$ cat config.mk
export PLATFORM = sky130hd
export DESIGN_NAME = mpow_modmul
export DESIGN_NICKNAME = d
export VERILOG_FILES = /design/src/rtl/mpow_pkg.sv /design/src/rtl/mpow_modmul.sv
export SDC_FILE = /design/constraint.sdc
export NUM_CORES = 2
export LEC_CHECK = 0
export BUFFER_PORTS_ARGS = -buffer_cell sky130_fd_sc_hd__buf_4
export CAP_MARGIN = 5
export CORE_ASPECT_RATIO = 0.75
export CORE_MARGIN = 5
export CORE_UTILIZATION = 58
export DETAILED_ROUTE_END_ITERATION = 8
export HOLD_SLACK_MARGIN = 0.08
export PLACE_DENSITY = 0.75
export SYNTH_ARGS = -nofsm -noshare
export SYNTH_HDL_FRONTEND = slang
export SYNTH_SLANG_ARGS = --single-unit
export TNS_END_PERCENT = 30
$ cat constraint.sdc
create_clock -name clk -period 6.6 [get_ports clk]
set_input_delay 1.32 -clock clk [delete_from_list [all_inputs] [get_ports clk]]
set_output_delay 1.32 -clock clk [all_outputs]
set_load 0.005 [all_outputs]
$ cat src/rtl/mpow_pkg.sv
// ----------------------------------------------------------------------------
// mpow_pkg
// Shared widths, reset values and register indexes of the modular power block.
// ----------------------------------------------------------------------------
package mpow_pkg;

  localparam int VALUE_WIDTH_DEF    = 16;
  localparam int EXPONENT_WIDTH_DEF = 16;
  localparam int MODULUS_RESET      = 391;
  localparam int EXPONENT_RESET     = 47;

  typedef enum logic [0:0] {
    REG_MODULUS  = 1'b0,
    REG_EXPONENT = 1'b1
  } reg_index_t;

endpackage

$ cat src/rtl/mpow_modmul.sv
// ----------------------------------------------------------------------------
// mpow_modmul
// Pipelined modular multiplier: one product stage, then one restoring
// compare-and-subtract stage per value bit.
// Operands must be below the modulus, or the multiplier must be one.
// ----------------------------------------------------------------------------
module mpow_modmul #(
  parameter int VALUE_WIDTH = mpow_pkg::VALUE_WIDTH_DEF
) (
  input  logic                   clk,
  input  logic [VALUE_WIDTH-1:0] a,
  input  logic [VALUE_WIDTH-1:0] b,
  input  logic [VALUE_WIDTH-1:0] modulus,
  output logic [VALUE_WIDTH-1:0] p
);

  localparam int PW = 2 * VALUE_WIDTH;

  logic [PW-1:0] rem [0:VALUE_WIDTH];

  // form the full-width product
  always_ff @(posedge clk) begin
    rem[0] <= {{VALUE_WIDTH{1'b0}}, a} * {{VALUE_WIDTH{1'b0}}, b};
  end

  // strip one shifted modulus per stage, highest first
  for (genvar i = 0; i < VALUE_WIDTH; i++) begin : g_red
    logic [PW-1:0] sub;
    assign sub = {{VALUE_WIDTH{1'b0}}, modulus} << (VALUE_WIDTH - 1 - i);
    always_ff @(posedge clk) begin
      if (rem[i] >= sub) begin
        rem[i+1] <= rem[i] - sub;
      end else begin
        rem[i+1] <= rem[i];
      end
    end
  end

  assign p = rem[VALUE_WIDTH][VALUE_WIDTH-1:0];

endmodule

# ---- After elaboration in Yosys (flattened, before gate mapping)
# Memory sizes are Yosys's and may differ from the RTL's.
# Cells that the tools add are included.
dict set report classes {
  add_sub_neg 16
  multipliers 1
  magnitude_cmp 16
  mux 64
  bitwise_logic 16
}
# cell n
set ops {}
lappend ops {{$mux W32} 16}
lappend ops {{$mux W1} 48}
lappend ops {{$ge A32 B16 Y1} 1}
lappend ops {{$ge A32 B17 Y1} 1}
lappend ops {{$ge A32 B18 Y1} 1}
lappend ops {{$ge A32 B19 Y1} 1}
lappend ops {{$ge A32 B20 Y1} 1}
lappend ops {{$ge A32 B21 Y1} 1}
lappend ops {{$ge A32 B22 Y1} 1}
lappend ops {{$ge A32 B23 Y1} 1}
lappend ops {{$ge A32 B24 Y1} 1}
lappend ops {{$ge A32 B25 Y1} 1}
lappend ops {{$ge A32 B26 Y1} 1}
lappend ops {{$ge A32 B27 Y1} 1}
lappend ops {{$ge A32 B28 Y1} 1}
lappend ops {{$ge A32 B29 Y1} 1}
lappend ops {{$ge A32 B30 Y1} 1}
lappend ops {{$ge A32 B31 Y1} 1}
lappend ops {{$mul A16 B16 Y32} 1}
lappend ops {{$sub A32 B16 Y32} 1}
lappend ops {{$sub A32 B17 Y32} 1}
lappend ops {{$sub A32 B18 Y32} 1}
lappend ops {{$sub A32 B19 Y32} 1}
lappend ops {{$sub A32 B20 Y32} 1}
lappend ops {{12 further kinds} 27}
dict set report word_totals {
  regBits 0
  ram_bits 544
  input_bits 49
  output_inout_bits 16
  wordCells 114
  mem_count 1
}
# memory depth width rd rd_ports_with_merged_regs write_ports line
set mem_list {}
lappend mem_list {rem 17 32 17 0 17 mpow_modmul.sv:19} ;# logic [PW-1:0] rem [0:VALUE_WIDTH];

# ---- Depth between registers and ports, before layout
# An unclocked memory read counts as a cell.
dict set report logic_depth {
  word_depth 5
  mapped_depth 24
  mapped_depth_nobuf 22
}

# ---- Worst setup path before layout
# Ideal clock, no wire load.
dict set report synth_timing {
  kind {in2reg}
  startpoint {input port b[5]}
  endpoint {memory rem[0][28] in the netlist's numbering}
  setup_ps 72
  t_arrival_ps 6643
  t_required_ps 6528
  setup_slack_ps -116
  stages 20
  path_buffers 1
  path_cell_list {clkbuf_1 and2_1 fa_1 inv_1 fa_1 inv_1 fa_1 fa_1 fa_1 inv_1 fa_1 inv_1 ha_1 a2111o_1 o22ai_1 a211o_1 a2bb2oi_1 o21ai_0 o41ai_1 xnor2_1}
}
# element line
set synth_lines {}
lappend synth_lines {{from (decl)} mpow_modmul.sv:12} ;# input logic [VALUE_WIDTH-1:0] b,
lappend synth_lines {{to (decl)} mpow_modmul.sv:19}

==> qor.yml <==
cts-htree-levels: 2
status: "finished, final reports clean"
skew_ns: 0.0248
finalHoldViolCount: 0
peakVddDrop_v: 0.000611
endpoint_kind: "register"
syn-num-nets: 4865
synth.area.top_cells: "dfxtp_1 (28%), ha_1 (12%), fa_1 (11%)"
track_usage_pct: 29.3
power_density_nw_per_um2: 616
antenna_found_initial: 3
first_global_vias: 29600
synth_top_area_cell: "dfxtp_1"
coreArea_um2: 63600
fmax_mhz: 158
cts_tree: "yes"
reg2regPathDepth: 7
seq_area_frac_synth_pct: 28.4
hold_path_class: "register to register"
worstReg2RegEnd: "rem[7][27]"
ys_ff_latch: 528
n_fill_cell: 5283
via_per_inst: 5.94
fp-row-count: 80
top_layer_used: "met5"
min_to: "rem[4][1]"
overflow: 0
synth_flop_cell: "dfxtp_1"
reg2reg_slack_ns: 2.90
synth.cell_area_um2: 37200
drtAntennaViolNets: 0
hp-start: "rem[3][1]"
place.gp.congestion: 0.971
dr_wl_met2_mm: 38.0
crit_path_start_kind: "input pin"
start_util_pct: 58.6
rsz0062_at_grt: "false"
numCtsBuffers: 51
avgRoutedWirePerCell_um: 19.4
period_share_pct: 95.8
synth.avg_cell_area_um2: 8.77
synth.distinct_cells: 87
reg_top3: "rem x528"
setup_violations: 0
synthCells: 4246
die_h_um: 229
io_buffer_count: 64
total_power_uw: 25400
ioPinCount: 65
synth_edf_count: 0
largest_reg_flops: 528
whs_path_depth: 0
fin_crit_ns: 6.32
grt_start_max_net_pins: 35
areaGrowthSynthToFinish_pct: 10.8
root_buffer: "clkbuf_16"
path_clk_slew_ns: 0.07
cp_data_arrival_time_ns: 6.81
r2r_start: "rem[6][15]"
route.vias.total: 31400
drc: 0
path_max_fanout: 5
cellLeakagePower_uw: 0.0185
nNetsFinal: 5003
worstMarginPinSlew_ns: 1.20
synth_top_area_share_pct: 28.4
yosys_warnings: 0
cp-startpoint: "a[7]"
clkLatencyLatePin_ns: 0.61
worstPathRequired_ns: 7.08
grt_pass1_wl_mm: 163
cts.sinks: 528
maxCapViolCount: 0
drive_gt1_share_pct: 8.61
cts_setup_buffers: 0
relSlewSlack_pct: 20.1
finalMaxSlewViolations: 0
dr.first_iter.drc_count: 3217
regMostFlops: "rem"
dieArea_um2: 69400
drt-pass1-iter-count: 5
synthArstFlopShare_pct: 0
met1_length_mm: 49.5
routed-wl-met3_mm: 13.0
final_util_pct: 64.9
path_class: "input pin to register"
cts_buffer_depth: 3
dp_hpwl_mm: 81.4
die_w_um: 303
routed_wl_mm: 103
[placed cells by master, fill, tap and decap left out, drive strengths merged, types with 14 or more instances in the layout]
master	n
dfxtp	528
nand2	454
ha	360
inv	345
nor2	262
o21ai	259
a21oi	253
fa	210
buf	190
xnor2	178
xor2	161
and2	134
nor3	108
a21o	98
nand3	83
clkbuf	69
nor4	52
nor2b	45
nand2b	45
a31oi	44
mux2	42
o21a	38
a211oi	38
nand4	36
or3	33
and3	22
o21bai	21
o31ai	20
or4	20
o211ai	19
or2	18
mux2i	18
o2111ai	17
nand4b	14
[metal layers]
layer / global-route usage (%) / up-vias
met5: 0 / -
met4: 5.98 / 2
met3: 10.7 / 137
met2: 38.0 / 1362
met1: 45.9 / 14800
li1: - / 15100
[per-stage QoR]
step	hold slack [ns]	cell area (µm²)	setup WS, ns	std cells	TNS [ns]
2_1_floorplan	0.322	37300	-0.0190	4246	-0.0190
3_3_place_gp	0.329	39400	-0.217	5192	-1.54
3_5_place_dp	0.331	39400	-0.292	5192	-2.36
4_1_cts	0.323	41200	0.323	5285	0
5_1_grt	0.348	41200	0.0343	5285	0
6_report	0.344	41200	0.277	5286	0
[cell usage after synthesis (12+ instances only)]
cell	n
or3_1	31
o2111ai_1	17
o31ai_1	20
mux2_2	42
fa_1	210
inv_1	343
and2_1	132
a21boi_0	12
a31oi_1	43
nand4b_1	14
nor2_1	262
or2_2	18
a21oi_1	252
o21ai_0	248
xor2_1	161
nor4_1	50
nand3_1	83
a21o_1	98
nand4_1	36
a211oi_1	37
dfxtp_1	528
ha_1	360
xnor2_1	178
or4_1	19
nor2b_1	45
o21bai_1	21
clkbuf_1	89
o21a_1	38
o211ai_1	19
nand2b_1	45
nand2_1	453
nor3_1	107
and3_1	22
mux2i_1	18
[final cells by class]
cell class	instances	area, µm²	share of cell area, %
Antenna cell	1	2.50	0.00607
Tap cell	861	1080	2.61
Sequential cell	528	10600	25.6
Multi-Input combinational cell	3270	25000	60.7
Inverter	343	1290	3.12
Clock buffer	69	1470	3.57
Timing Repair Buffer	190	1480	3.58
Clock inverter	24	312	0.755
[logic make-up (layout without fill, tap and decap cells)]
family | count (synthesis) | in the layout | synth area share (%)
buffers and inverters | 448 | 626 | 4.58
and+or+nand+nor | 1370 | 1370 | 18.1
muxes | 60 | 60 | 1.75
adders and majority gates | 570 | 570 | 23.4
xor gates and xnor gates | 339 | 339 | 7.98
DFF | 528 | 528 | 28.4
other | 0 | 1 | 0
AOI/OAI and AO/OA | 931 | 931 | 15.8
[worst max-delay path by stage]
stage,to,slack [ns],depth (start not counted)
final,rem[0][30],0.28,22
after global placement,rem[0][31],-0.22,22
after detailed placement,rem[0][30],-0.29,22
after global routing,rem[0][28],0.03,22
after CTS,rem[0][31],0.32,22
after floorplan,rem[0][31],-0.02,21
[power breakdown]
group	leakage, µW	switching [µW]	internal (µW)
logic	0.0131	8970	7050
clock network	0.000873	1320	1780
registers	0.00445	1270	5020
total	0.0185	11600	13800
[what timing repair did]
action / 4_1_cts / 5_1_grt
setup endpoints to repair: 0 / 1
hold buffers: 0 / 0
gates resized for setup: 0 / 1
[critical path, stage by stage]
cell       delay, ns
buf_4           0.13
buf_4           0.15
and2_1          0.16
fa_1            0.47
inv_1           0.05
fa_1            0.55
fa_1            0.43
fa_1            0.49
inv_1           0.05
fa_1            0.53
inv_1           0.06
fa_1            0.54
inv_1           0.05
ha_1            0.36
nand2_1         0.06
o21ai_0         0.31
nor2_1          0.10
a211o_1         0.35
a2bb2oi_2       0.16
o211ai_1        0.19
a31oi_1         0.12
xnor2_1         0.14
Power figures use the tool's default switching activity.
